==> config.mk <==
export PLATFORM = sky130hd
export DESIGN_NAME = tga_pixel_stream_decoder_flat
export DESIGN_NICKNAME = d
export VERILOG_FILES = /design/src/rtl/tga_psd_pkg.sv /design/src/rtl/tga_psd_if.sv /design/src/rtl/tga_psd_core.sv /design/src/rtl/tga_pixel_stream_decoder.sv /design/src/flat_wrapper.sv
export SDC_FILE = /design/constraint.sdc
export NUM_CORES = 1
export LEC_CHECK = 0
export ABC_AREA = 1
export BUFFER_PORTS_ARGS = -buffer_cell sky130_fd_sc_hd__buf_4
export CELL_PAD_IN_SITES_DETAIL_PLACEMENT = 1
export CELL_PAD_IN_SITES_GLOBAL_PLACEMENT = 1
export CORE_MARGIN = 1.5
export CORE_UTILIZATION = 45
export DETAILED_ROUTE_END_ITERATION = 10
export PLACE_DENSITY_LB_ADDON = 0.25
export SETUP_SLACK_MARGIN = 0.4
export SKIP_CTS_REPAIR_TIMING = 1
export SLEW_MARGIN = 20
export SYNTH_ARGS = -nofsm -noshare
export SYNTH_HDL_FRONTEND = slang
export SYNTH_SLANG_ARGS = --single-unit
==> constraint.sdc <==
create_clock -name clk_i -period 9.6 [get_ports clk_i]
set_input_delay 0.96 -clock clk_i [delete_from_list [all_inputs] [get_ports clk_i]]
set_output_delay 0.96 -clock clk_i [all_outputs]
set_load 0.005 [all_outputs]
==> src/rtl/tga_psd_pkg.sv <==
// ----------------------------------------------------------------------------
// tga_psd_pkg
// Shared types and codes for the tga pixel stream decoder.
// ----------------------------------------------------------------------------
package tga_psd_pkg;

  // pixel format codes
  localparam logic [1:0] FMT_555  = 2'd0;
  localparam logic [1:0] FMT_BGR  = 2'd1;
  localparam logic [1:0] FMT_BGRA = 2'd2;

  // configuration register indexes
  localparam logic [1:0] CFG_RLE_ENABLE   = 2'd0;
  localparam logic [1:0] CFG_PIXEL_FORMAT = 2'd1;
  localparam logic [1:0] CFG_PIXEL_TOTAL  = 2'd2;

  localparam int unsigned CfgDataW = 32;

  // rle header byte split
  localparam logic [7:0] RUN_THRESHOLD = 8'd128;
  localparam logic [7:0] RUN_BIAS      = 8'd127;

  // reset values of the configuration registers
  localparam logic        RLE_RESET    = 1'b0;
  localparam logic [1:0]  FORMAT_RESET = FMT_BGR;
  localparam logic [31:0] TOTAL_RESET  = 32'd1;

  typedef struct packed {
    logic [7:0] red;
    logic [7:0] green;
    logic [7:0] blue;
    logic [7:0] alpha;
    logic [7:0] repeat_count;
    logic       image_done;
    logic       format_error;
  } pix_t;

  typedef struct packed {
    logic        rle_enable;
    logic [1:0]  pixel_format;
    logic [31:0] pixel_total;
  } cfg_t;

endpackage

==> src/rtl/tga_psd_if.sv <==
// ----------------------------------------------------------------------------
// tga_psd_byte_if / tga_psd_pixel_if
// Valid/ready channels for the byte input and the pixel output.
// ----------------------------------------------------------------------------
interface tga_psd_byte_if;
  logic       valid;
  logic       ready;
  logic [7:0] data_byte;

  modport source (output valid, output data_byte, input ready);
  modport sink   (input valid, input data_byte, output ready);
endinterface

interface tga_psd_pixel_if;
  logic       valid;
  logic       ready;
  logic [7:0] red;
  logic [7:0] green;
  logic [7:0] blue;
  logic [7:0] alpha;
  logic [7:0] repeat_count;
  logic       image_done;
  logic       format_error;

  modport source (output valid, output red, output green, output blue, output alpha,
                  output repeat_count, output image_done, output format_error,
                  input ready);
  modport sink   (input valid, input red, input green, input blue, input alpha,
                  input repeat_count, input image_done, input format_error,
                  output ready);
endinterface

==> src/rtl/tga_psd_core.sv <==
// ----------------------------------------------------------------------------
// tga_psd_core
// Packet and pixel state; consumes one byte per step and forms a pixel.
// ----------------------------------------------------------------------------
module tga_psd_core (
  input  logic                clk_i,
  input  logic                rst_ni,
  input  logic                step_i,
  input  logic [7:0]          byte_i,
  input  tga_psd_pkg::cfg_t   cfg_i,
  output logic                res_valid_o,
  output tga_psd_pkg::pix_t   res_o
);

  logic [1:0]  byte_pos_q, byte_pos_d;
  logic [23:0] pix_bytes_q, pix_bytes_d;
  logic        expect_hdr_q, expect_hdr_d;
  logic        is_run_q, is_run_d;
  logic [7:0]  left_q, left_d;
  logic [31:0] emitted_q, emitted_d;

  logic        fmt_err;
  logic [1:0]  last_pos;
  logic [15:0] v555;
  logic [31:0] remaining;
  logic [31:0] count;
  logic        done;
  logic [7:0]  red, green, blue, alpha;

  assign fmt_err = cfg_i.rle_enable && (cfg_i.pixel_format == tga_psd_pkg::FMT_555);

  always_comb begin
    case (cfg_i.pixel_format)
      tga_psd_pkg::FMT_555: last_pos = 2'd1;
      tga_psd_pkg::FMT_BGR: last_pos = 2'd2;
      default:              last_pos = 2'd3;
    endcase
  end

  // channel unpack, first and third stored bytes swapped
  assign v555 = {byte_i, pix_bytes_q[7:0]};
  always_comb begin
    case (cfg_i.pixel_format)
      tga_psd_pkg::FMT_555: begin
        blue  = {v555[4:0], 3'b000};
        green = {v555[9:5], 3'b000};
        red   = {v555[14:10], 3'b000};
        alpha = 8'hff;
      end
      tga_psd_pkg::FMT_BGR: begin
        blue  = pix_bytes_q[7:0];
        green = pix_bytes_q[15:8];
        red   = byte_i;
        alpha = 8'hff;
      end
      default: begin
        blue  = pix_bytes_q[7:0];
        green = pix_bytes_q[15:8];
        red   = pix_bytes_q[23:16];
        alpha = byte_i;
      end
    endcase
  end

  // run length clipped to what is left of the image
  always_comb begin
    logic [31:0] want;
    want = (cfg_i.rle_enable && is_run_q && (left_q != 8'd0)) ? {24'd0, left_q} : 32'd1;
    remaining = (cfg_i.pixel_total > emitted_q) ? (cfg_i.pixel_total - emitted_q) : 32'd1;
    count = (want > remaining) ? remaining : want;
    done  = (count == remaining);
  end

  always_comb begin
    byte_pos_d   = byte_pos_q;
    pix_bytes_d  = pix_bytes_q;
    expect_hdr_d = expect_hdr_q;
    is_run_d     = is_run_q;
    left_d       = left_q;
    emitted_d    = emitted_q;
    res_valid_o  = 1'b0;
    res_o        = '0;

    if (fmt_err) begin
      byte_pos_d         = '0;
      pix_bytes_d        = '0;
      expect_hdr_d       = 1'b1;
      is_run_d           = 1'b0;
      left_d             = '0;
      emitted_d          = '0;
      res_valid_o        = 1'b1;
      res_o.repeat_count = 8'd1;
      res_o.format_error = 1'b1;
    end else if (cfg_i.rle_enable && expect_hdr_q) begin
      if (byte_i < tga_psd_pkg::RUN_THRESHOLD) begin
        is_run_d = 1'b0;
        left_d   = byte_i + 8'd1;
      end else begin
        is_run_d = 1'b1;
        left_d   = byte_i - tga_psd_pkg::RUN_BIAS;
      end
      expect_hdr_d = 1'b0;
      byte_pos_d   = '0;
      pix_bytes_d  = '0;
    end else if (byte_pos_q < last_pos) begin
      case (byte_pos_q)
        2'd0:    pix_bytes_d[7:0]   = byte_i;
        2'd1:    pix_bytes_d[15:8]  = byte_i;
        default: pix_bytes_d[23:16] = byte_i;
      endcase
      byte_pos_d = byte_pos_q + 2'd1;
    end else begin
      byte_pos_d  = '0;
      pix_bytes_d = '0;
      if (cfg_i.rle_enable) begin
        if (is_run_q || (left_q <= 8'd1)) begin
          left_d       = '0;
          expect_hdr_d = 1'b1;
        end else begin
          left_d = left_q - 8'd1;
        end
      end
      emitted_d = emitted_q + count;
      if (done) begin
        expect_hdr_d = 1'b1;
        is_run_d     = 1'b0;
        left_d       = '0;
        emitted_d    = '0;
      end
      res_valid_o        = 1'b1;
      res_o.red          = red;
      res_o.green        = green;
      res_o.blue         = blue;
      res_o.alpha        = alpha;
      res_o.repeat_count = count[7:0];
      res_o.image_done   = done;
    end
  end

  always_ff @(posedge clk_i or negedge rst_ni) begin
    if (!rst_ni) begin
      byte_pos_q   <= '0;
      pix_bytes_q  <= '0;
      expect_hdr_q <= 1'b1;
      is_run_q     <= 1'b0;
      left_q       <= '0;
      emitted_q    <= '0;
    end else if (step_i) begin
      byte_pos_q   <= byte_pos_d;
      pix_bytes_q  <= pix_bytes_d;
      expect_hdr_q <= expect_hdr_d;
      is_run_q     <= is_run_d;
      left_q       <= left_d;
      emitted_q    <= emitted_d;
    end
  end

endmodule

==> src/rtl/tga_pixel_stream_decoder.sv <==
// ----------------------------------------------------------------------------
// tga_pixel_stream_decoder
// Decodes tga pixel-data bytes (raw or rle) into rgba pixels with run counts.
// ----------------------------------------------------------------------------
//  channel     dir  handshake     carries
//  byte_in     in   valid/ready   data_byte
//  pixel_out   out  valid/ready   red green blue alpha repeat_count image_done
//                                 format_error
//  cfg_*       in   write enable  rle_enable, pixel_format, pixel_total
//
// one byte is taken every cycle while byte_in is not stalled; a pixel reaches pixel_out
// after its last byte is accepted through the input register, then the pixel register.
// byte_in stalls only when both the input register and the pixel register are
// full and pixel_out is not ready.
// reset clears the packet state and loads rle off, 24-bit format, one pixel.
module tga_pixel_stream_decoder (
  input  logic                          clk_i,
  input  logic                          rst_ni,
  tga_psd_byte_if.sink                  byte_in,
  tga_psd_pixel_if.source               pixel_out,
  input  logic                          cfg_we_i,
  input  logic [1:0]                    cfg_index_i,
  input  logic [tga_psd_pkg::CfgDataW-1:0] cfg_data_i
);

  tga_psd_pkg::cfg_t cfg_q;
  logic              in_vld_q;
  logic [7:0]        in_byte_q;
  logic              out_vld_q;
  tga_psd_pkg::pix_t out_q;
  logic              advance;
  logic              res_valid;
  tga_psd_pkg::pix_t res;

  always_ff @(posedge clk_i or negedge rst_ni) begin
    if (!rst_ni) begin
      cfg_q.rle_enable   <= tga_psd_pkg::RLE_RESET;
      cfg_q.pixel_format <= tga_psd_pkg::FORMAT_RESET;
      cfg_q.pixel_total  <= tga_psd_pkg::TOTAL_RESET;
    end else if (cfg_we_i) begin
      case (cfg_index_i)
        tga_psd_pkg::CFG_RLE_ENABLE:   cfg_q.rle_enable   <= cfg_data_i[0];
        tga_psd_pkg::CFG_PIXEL_FORMAT: cfg_q.pixel_format <= cfg_data_i[1:0];
        tga_psd_pkg::CFG_PIXEL_TOTAL:  cfg_q.pixel_total  <= cfg_data_i[31:0];
        default: ;
      endcase
    end
  end

  assign advance       = in_vld_q && (!out_vld_q || pixel_out.ready);
  assign byte_in.ready = !in_vld_q || advance;

  always_ff @(posedge clk_i or negedge rst_ni) begin
    if (!rst_ni) begin
      in_vld_q <= 1'b0;
    end else if (byte_in.ready) begin
      in_vld_q <= byte_in.valid;
    end
  end

  always_ff @(posedge clk_i) begin
    if (byte_in.valid && byte_in.ready) begin
      in_byte_q <= byte_in.data_byte;
    end
  end

  tga_psd_core u_core (
    .clk_i       (clk_i),
    .rst_ni      (rst_ni),
    .step_i      (advance),
    .byte_i      (in_byte_q),
    .cfg_i       (cfg_q),
    .res_valid_o (res_valid),
    .res_o       (res)
  );

  always_ff @(posedge clk_i or negedge rst_ni) begin
    if (!rst_ni) begin
      out_vld_q <= 1'b0;
    end else if (advance && res_valid) begin
      out_vld_q <= 1'b1;
    end else if (pixel_out.ready) begin
      out_vld_q <= 1'b0;
    end
  end

  always_ff @(posedge clk_i) begin
    if (advance && res_valid) begin
      out_q <= res;
    end
  end

  assign pixel_out.valid        = out_vld_q;
  assign pixel_out.red          = out_q.red;
  assign pixel_out.green        = out_q.green;
  assign pixel_out.blue         = out_q.blue;
  assign pixel_out.alpha        = out_q.alpha;
  assign pixel_out.repeat_count = out_q.repeat_count;
  assign pixel_out.image_done   = out_q.image_done;
  assign pixel_out.format_error = out_q.format_error;

endmodule

==> src/flat_wrapper.sv <==
// flat-port wrapper written by rule: the top's interface ports become plain ports
module tga_pixel_stream_decoder_flat 
  (clk_i, rst_ni, cfg_we_i, cfg_index_i, cfg_data_i, byte_in_valid, byte_in_data_byte, byte_in_ready, pixel_out_valid, pixel_out_red, pixel_out_green, pixel_out_blue, pixel_out_alpha, pixel_out_repeat_count, pixel_out_image_done, pixel_out_format_error, pixel_out_ready);
  tga_psd_byte_if byte_in_i ();
  tga_psd_pixel_if pixel_out_i ();
  input  logic clk_i;
  input  logic rst_ni;
  input  logic cfg_we_i;
  input  logic [1:0] cfg_index_i;
  input  logic [tga_psd_pkg::CfgDataW-1:0] cfg_data_i;
  input wire logic [$bits(byte_in_i.valid)-1:0] byte_in_valid;
  input wire logic [$bits(byte_in_i.data_byte)-1:0] byte_in_data_byte;
  output wire logic [$bits(byte_in_i.ready)-1:0] byte_in_ready;
  output wire logic [$bits(pixel_out_i.valid)-1:0] pixel_out_valid;
  output wire logic [$bits(pixel_out_i.red)-1:0] pixel_out_red;
  output wire logic [$bits(pixel_out_i.green)-1:0] pixel_out_green;
  output wire logic [$bits(pixel_out_i.blue)-1:0] pixel_out_blue;
  output wire logic [$bits(pixel_out_i.alpha)-1:0] pixel_out_alpha;
  output wire logic [$bits(pixel_out_i.repeat_count)-1:0] pixel_out_repeat_count;
  output wire logic [$bits(pixel_out_i.image_done)-1:0] pixel_out_image_done;
  output wire logic [$bits(pixel_out_i.format_error)-1:0] pixel_out_format_error;
  input wire logic [$bits(pixel_out_i.ready)-1:0] pixel_out_ready;
  assign byte_in_i.valid = byte_in_valid;
  assign byte_in_i.data_byte = byte_in_data_byte;
  assign byte_in_ready = byte_in_i.ready;
  assign pixel_out_valid = pixel_out_i.valid;
  assign pixel_out_red = pixel_out_i.red;
  assign pixel_out_green = pixel_out_i.green;
  assign pixel_out_blue = pixel_out_i.blue;
  assign pixel_out_alpha = pixel_out_i.alpha;
  assign pixel_out_repeat_count = pixel_out_i.repeat_count;
  assign pixel_out_image_done = pixel_out_i.image_done;
  assign pixel_out_format_error = pixel_out_i.format_error;
  assign pixel_out_i.ready = pixel_out_ready;
  tga_pixel_stream_decoder u_core (.clk_i(clk_i), .rst_ni(rst_ni), .byte_in(byte_in_i), .pixel_out(pixel_out_i), .cfg_we_i(cfg_we_i), .cfg_index_i(cfg_index_i), .cfg_data_i(cfg_data_i));
endmodule
==> flow_metrics.py, run 1 <==
metrics = {
    "place": {
        "port_buffers": 90,
        "post-dp-hpwl_um": 27500,
        "place_congestion": 0.907,
    },
    "sta": {
        "slew_viol_final": 0,
        "clock_skew_ns": 0.0236,
        "setup_tns_ns": 0,
        "tightest_slew_ns": 1.00,
        "min_period_ns": 7.80,
        "period_share_pct": 81.3,
        "setup_viol": 0,
        "max_slew_margin_pct": 32.8,
        "fmax_mhz": 128,
        "hold_violations": 0,
        "rsz0062_at_grt": "false",
    },
    "floorplanning": {
        "dieArea_um2": 26500,
        "coreArea_um2": 25100,
        "ios": 91,
        "start_util_pct": 45.7,
        "rows": 58,
        "die_h_um": 163,
        "fp.dieW_um": 163,
    },
    "logic_synthesis": {
        "synth_ff_type": "dfrtp_1",
        "synth-seq-cells": 155,
        "synthCells": 1561,
        "ys_warn_count": 0,
        "yosysSeqAreaShare_pct": 36.0,
        "postSynthAreaPerCell_um2": 7.36,
        "synth_edf_count": 50,
        "ys_types": 46,
        "synthArstFlopShare_pct": 67.7,
        "synthesis.area_um2": 11500,
    },
    "cts": {
        "clk_pin_slew_ns": 0.08,
        "cts_made_buffers": 17,
        "cts-root-buf": "clkbuf_16",
        "ctsLongestPathBuffers": 2,
        "cts_sinks": 155,
        "clk_latency_ns": 0.45,
        "htreeDepth": 4,
        "cts_tree": "built",
    },
    "critical_path": {
        "start_kind": "flip-flop",
        "crit_type": "reg -> reg",
        "worstPathRequired_ns": 9.92,
        "cpPeakStageDelay_ns": 0.53,
        "cpMostUsedCell": "nand2_1",
        "worst-path-buf-inv": 3,
        "cp_max_fo": 31,
        "crit_path_top_delay_cell": "dfstp_2",
        "crit_path_end_kind": "flip-flop",
        "cp_top_family": "compound AO/OA/AOI/OAI gates",
        "worstPathArrival_ns": 8.12,
    },
    "finish": {
        "final_common_cell": "nand2_1",
        "fillers": 3263,
        "nNetsFinal": 1800,
        "diodes": 0,
        "area_growth_pct": 14.4,
        "drive_gt1_share_pct": 13.3,
        "layout_common_cells": "nand2_1, inv_1, nor2_1",
    },
    "global_routing": {
        "grt_max_degree": 55,
        "gr-total-overflow": 0,
        "grt_pass1_vias": 11100,
        "grt_pass1_wl_um": 58900,
        "antenna_found_initial": 0,
        "track_usage_pct": 28.4,
    },
    "power": {
        "swShare_pct": 50.7,
        "combPwrFrac_pct": 61.1,
        "power_frac_seq_pct": 23.1,
        "total_power_w": 0.00448,
        "clockPowerShare_pct": 15.7,
        "leakagePower_nw": 6.80,
        "ir_drop_uv": 127,
        "power.internal_w": 0.00221,
        "p_switching_w": 0.00227,
        "cellPowerDensity_nw_per_um2": 341,
    },
    "job": {
        "maxCapViolCount": 0,
    },
    "routing": {
        "vias": 10600,
        "firstDrtPassIters": 5,
        "detail-route-antenna-nets": 0,
        "viasPerCell": 5.27,
        "finalWirelength_um": 36100,
        "wire_per_inst_um": 17.9,
        "drc_errors": 0,
        "drt_iter0_drc": 534,
    },
    "run_status": {
        "status": "completed",
    },
    "min_path": {
        "hold_path.class": "reg -> reg",
    },
}
-- stage by stage --
step	utilization (%)	worst slack, ns	std cells	hold slack (ns)	area, um2
2_1_floorplan	-	3.33	1583	0.442	11600
3_3_place_gp	50.0	2.41	1982	0.452	12500
3_5_place_dp	50.0	2.05	1982	0.465	12500
4_1_cts	52.3	1.91	2014	0.477	13100
5_1_grt	52.3	1.16	2014	0.490	13100
6_report	52.3	1.80	2014	0.478	13100
-- per-layer routing --
layer  part of all wire [%]  vias up  track usage [%]
li1                       -     5175                -
met5                      0        -                0
met1                     46     5200             37.8
met2                     48      183             47.6
met3                    3.4       54             4.07
met4                    2.8        0             9.30
-- worst register-to-register path: cells and delay by family, from the launching register on --
kind                       cells  cell delay, ns
and+or+nand+nor               16            2.19
AOI/OAI and AO/OA             15            3.55
adders and majority gates      4            1.07
buffers and inverters          3            0.25
xor gates and xnor gates       1            0.12
DFF                            1            0.53
-- power groups by stage --
stage	registers (W)	clock network [W]	logic, W
final	0.00104	0.000705	0.00274
after global routing	0.00106	0.000736	0.00307
after CTS	0.00103	0.000714	0.00271
after detailed placement	0.00104	0	0.00266
after global placement	0.00103	0	0.00259
after floorplan	0.00101	0	0.00197
-- state kept, by name (all words and copies together), names as in the netlist --
register	count
u_core.u_core.left_q	8
u_core.pixel_out.alpha	8
u_core.pixel_out.image_done	1
u_core.cfg_q	35
u_core.pixel_out.format_error	1
u_core.u_core.expect_hdr_q	1
u_core.pixel_out.blue	8
u_core.pixel_out.valid	1
u_core.u_core.pix_bytes_q	24
u_core.pixel_out.green	8
u_core.pixel_out.repeat_count	8
u_core.in_byte_q	8
u_core.u_core.byte_pos_q	2
u_core.pixel_out.red	8
u_core.u_core.emitted_q	32
u_core.u_core.is_run_q	1
u_core.in_vld_q	1
-- cells by family after synthesis --
| logic type | synth area share (%) |
|---|---|
| XOR/XNOR | 3.36 |
| flip-flops | 36.0 |
| adder cells (fa/ha/maj) | 9.06 |
| AO/OA/AOI/OAI | 10.5 |
| buffers and inverters | 9.80 |
| AND/OR/NAND/NOR | 28.1 |
| other | 0.0326 |
| multiplexers | 3.24 |
-- path summary, 6_finish.rpt --
path	cells after the start	start	end	slack [ns]
hold / removal	2	u_core.u_core.expect_hdr_q$_DFFE_PN1P_	u_core.u_core.expect_hdr_q$_DFFE_PN1P_	0.48
setup reg to reg	39	u_core.cfg_q[0]$_DFFE_PN1P_	u_core.u_core.emitted_q[25]$_DFFE_PN0P_	1.80
setup / recovery	39	u_core.cfg_q[0]$_DFFE_PN1P_	u_core.u_core.emitted_q[25]$_DFFE_PN0P_	1.80
min in group asynchronous	1	rst_ni	u_core.u_core.emitted_q[25]$_DFFE_PN0P_	0.56
max in group asynchronous	2	rst_ni	u_core.cfg_q[7]$_DFFE_PN0P_	7.80
hold reg to reg	2	u_core.u_core.expect_hdr_q$_DFFE_PN1P_	u_core.u_core.expect_hdr_q$_DFFE_PN1P_	0.48
-- final cells by class --
type / count / area [um2] / area share (%)
inverters: 260 / 977 / 7.44
repair buffers: 94 / 706 / 5.37
clock buffers: 17 / 425 / 3.24
flip-flops and latches: 155 / 4130 / 31.5
clock inverters: 15 / 171 / 1.30
multi-input cells: 1143 / 6310 / 48.1
well taps: 330 / 413 / 3.14
-- cell usage after synthesis (2+ instances only) --
cell type  number  area (um2)
nor3_1         15        75.1
fa_1            2        40.0
buf_6           7        78.8
nor2_1        155         582
nand3b_1       18         135
nand2_2         5        31.3
nand2_1       468        1760
nor2_2          9        56.3
o21ai_0        60         300
nand2_4         2        22.5
a221oi_1        4        35.0
nand3_2         4        40.0
ha_1           80        1000
dfrtp_1       102        2550
a31oi_1         8        50.1
a21o_1          6        45.0
nor2_4          5        56.3
o22ai_2        20         250
or2_2           3        18.8
inv_1         246         923
a21oi_1        81         405
o22ai_1         6        37.5
xor2_1         18         158
nand3_1        62         310
clkbuf_1       16        60.1
and2_1          4        25.0
edfxtp_1       50        1500
xnor2_1        26         228
o21a_1          2        15.0
o31ai_1         2        15.0
o21bai_1        2        15.0
mux2_2         33         372
dfstp_2         3        78.8
clkinv_1        5        18.8
inv_2           9        33.8
nand4_1        13        81.3
Power figures use the tool's default switching activity.
==> run 2, diff against run 1 <==
Settings changed: ABC_AREA 1 to 0, CORE_UTILIZATION 45 to 43.
Clock period 9.6 ns to 6.3 ns, I/O delays scaled along.
==> run 2 against run 1 <==
Against the previous run: the flow now finishes with violations (negative setup slack); die area decreased by 2.0%; register-to-register slack worse by 2.5 ns; sequential share of layout area down 2.9 points; first-iteration DRC count increased by 16%; clock power increased by 56%; non-clock buffer count up 203; clock skew fell by 0.0061 ns; via count grew 0.57%; final cell count shrank 12%; critical path depth is 9 lower; final area up 10%; critical path type unchanged; critical endpoint is now u_core.u_core.emitted_q[30]$_DFFE_PN0P_.
==> flow_metrics.py, run 2 <==
metrics = {
    "logic_synthesis": {
        "synth-xor-area-share_pct": 3.42,
        "synth_top_area_cell": "dfrtp_1",
        "yosysSeqAreaShare_pct": 38.4,
        "ys_warn_count": 0,
        "synthAdderAreaFrac_pct": 9.68,
        "synthCells": 1154,
        "netlist.area_leader.share_pct": 23.7,
        "postSynthAreaPerCell_um2": 9.32,
        "synthSimpleGateAreaFrac_pct": 15.3,
        "synth_edf_count": 50,
        "synth_top_family_by_area": "compound AO/OA/AOI/OAI gates",
        "synth-seq-cells": 155,
        "synthArstFlopShare_pct": 67.7,
        "yosysMostFrequentCell": "dfrtp_1",
        "muxShareOfSynthArea_pct": 5.60,
        "ys_types": 87,
        "synthesis.area_um2": 10800,
        "synth_ff_type": "dfrtp_1",
        "synth_commonest_cells": "dfrtp_1, a21oi_1, nand2_1",
        "synthTopCellsByArea": "dfrtp_1, edfxtp_1, ha_1",
        "synth_compound_area_share_pct": 22.3,
    },
    "finish": {
        "drive_gt1_share_pct": 33.5,
        "final_common_cell": "buf_4",
        "largest_register_ffs": 35,
        "regMostFlops": "u_core.cfg_q",
        "fin_util_pct": 59.4,
        "fillers": 2760,
        "area_growth_pct": 34.9,
        "diodes": 0,
        "reg_top3": "u_core.cfg_q x35, u_core.u_core.emitted_q x32, u_core.u_core.pix_bytes_q x24",
        "nNetsFinal": 1565,
        "layout_common_cells": "buf_4, dfrtp_1, nand2_1",
    },
    "floorplanning": {
        "rows": 57,
        "die_h_um": 161,
        "dieArea_um2": 26000,
        "start_util_pct": 44.1,
        "fp.dieW_um": 161,
        "ios": 91,
        "coreArea_um2": 24400,
    },
    "run_status": {
        "violations": "negative setup slack",
        "status": "complete, but fails checks",
    },
    "routing": {
        "drc_errors": 0,
        "finalWirelength_um": 41100,
        "detail-route-antenna-nets": 0,
        "drt_iter0_drc": 622,
        "vias": 10700,
        "viasPerCell": 6.02,
        "firstDrtPassIters": 5,
        "wire_per_inst_um": 23.2,
    },
    "power": {
        "power_frac_seq_pct": 19.3,
        "cellPowerDensity_nw_per_um2": 560,
        "ir_drop_uv": 307,
        "power.internal_w": 0.00435,
        "clockPowerShare_pct": 13.6,
        "combPwrFrac_pct": 67.1,
        "leakagePower_nw": 6.53,
        "swShare_pct": 46.4,
        "p_switching_w": 0.00377,
    },
    "sta": {
        "period_share_pct": 111,
        "min_period_ns": 7.00,
        "hold_slack_ns": 0.237,
        "slew_viol_final": 0,
        "setup_tns_ns": -4.13,
        "fmax_mhz": 143,
        "rsz0062_at_grt": "true",
        "tightest_slew_ns": 1.33,
        "clock_skew_ns": 0.0174,
        "hold_violations": 0,
        "setup_viol": 13,
        "setup_ws_ns": -0.701,
        "max_slew_margin_pct": 10.9,
    },
    "critical_path": {
        "crit_type": "reg -> reg",
        "cpMostUsedCell": "a31oi_4",
        "start_kind": "flip-flop",
        "crit_path_top_delay_cell": "a2111o_1",
        "worstPathRequired_ns": 6.58,
        "worstPathArrival_ns": 7.28,
        "cp_max_fo": 5,
        "crit_path_end_kind": "flip-flop",
        "cpPeakStageDelay_ns": 0.47,
    },
    "global_routing": {
        "grt_pass1_wl_um": 59800,
        "grt_max_degree": 60,
        "antenna_found_initial": 0,
        "grt_pass1_vias": 11000,
        "gr-total-overflow": 0,
        "track_usage_pct": 29.5,
    },
    "cts": {
        "clk_latency_ns": 0.45,
        "cts_made_buffers": 17,
        "cts_tree": "built",
        "cts-root-buf": "clkbuf_16",
        "clk_pin_slew_ns": 0.09,
        "cts_sinks": 155,
        "htreeDepth": 4,
        "ctsLongestPathBuffers": 2,
    },
    "place": {
        "port_buffers": 90,
        "place_congestion": 0.893,
        "post-dp-hpwl_um": 27600,
    },
    "job": {
        "maxCapViolCount": 0,
    },
    "min_path": {
        "hold_path.class": "in -> async",
    },
}
-- run 2: cell count changes in the layout (fill, tap and decap cells not counted), sizes merged, moves of 12 or more --
cell    delta
inv      -171
a21oi     +14
nor2      -96
a22o      +27
nand2    -384
nand2b    +17
and3      +13
nor2b     +12
a21o      +15
nand3     -36
buf      +203
mux2i     +14
-- run 2: cells by family (layout without fill, tap and decap cells) --
logic type | after synthesis | in the layout
AOI/OAI and AO/OA | 354 | 354
xor gates and xnor gates | 42 | 42
adders and majority gates | 82 | 82
buffers and inverters | 140 | 413
DFF | 155 | 155
muxes | 54 | 54
other | 1 | 23
and+or+nand+nor | 326 | 326
-- run 2: metal layers --
metal / GRT usage (%) / vias to the layer above / share of wire [%]
met5: 0 / - / 0
met4: 9.97 / 0 / 4.0
met3: 3.90 / 121 / 3.9
met2: 52.7 / 328 / 52
met1: 36.5 / 5404 / 40
li1: - / 4820 / -
-- run 2: worst paths after layout --
kind                                                             start                                       to  slack, ns  cells after the start
worst min-delay path                                            rst_ni   u_core.u_core.emitted_q[4]$_DFFE_PN0P_       0.24                      1
worst max-delay path            u_core.u_core.emitted_q[4]$_DFFE_PN0P_  u_core.u_core.emitted_q[30]$_DFFE_PN0P_      -0.70                     30
min in group clk_i                                byte_in_data_byte[6]            u_core.in_byte_q[6]$_DFFE_PP_       0.36                      1
worst max register to register  u_core.u_core.emitted_q[4]$_DFFE_PN0P_  u_core.u_core.emitted_q[30]$_DFFE_PN0P_      -0.70                     30
worst min register to register            u_core.cfg_q[19]$_DFFE_PN0P_             u_core.cfg_q[19]$_DFFE_PN0P_       0.51                      1
max in group asynchronous                                       rst_ni  u_core.u_core.emitted_q[30]$_DFFE_PN0P_       4.75                      2
-- run 2: cell type report --
type | instances | area [um2] | share of cell area [%]
sequential | 155 | 4130 | 28.5
timing repair buffer | 297 | 2290 | 15.8
clock buffer | 17 | 425 | 2.93
inverter | 84 | 315 | 2.17
clock inverter | 15 | 183 | 1.26
multi-input combinational | 881 | 6740 | 46.5
tap | 324 | 405 | 2.80
-- run 2: stage by stage --
step	cells	power (W)	area, um2	worst slack [ns]
after floorplan	1176	0.00426	10900	0.0840
after global routing	1773	0.00857	14500	-0.906
after CTS	1747	0.00733	13700	-0.531
after detailed placement	1715	0.00615	13100	-0.435
after global placement	1715	0.00596	13100	-0.144
final	1773	0.00812	14500	-0.701
-- run 2: critical path, delay by kind of cell, from the launching register on --
kind | cells | cell delay [ns]
flip-flops | 1 | 0.39
XOR/XNOR | 1 | 0.13
adder cells (fa/ha/maj) | 3 | 0.93
buffers and inverters | 4 | 0.43
AO/OA/AOI/OAI | 15 | 3.62
AND/OR/NAND/NOR | 6 | 1.04
multiplexers | 1 | 0.25
-- run 2: power groups by stage --
stage | Clock [W] | Sequential (W) | Combinational, W
2_1_floorplan | 0 | 0.00150 | 0.00276
3_3_place_gp | 0 | 0.00155 | 0.00442
3_5_place_dp | 0 | 0.00157 | 0.00458
4_1_cts | 0.00111 | 0.00155 | 0.00466
5_1_grt | 0.00115 | 0.00159 | 0.00583
6_report | 0.00110 | 0.00157 | 0.00545
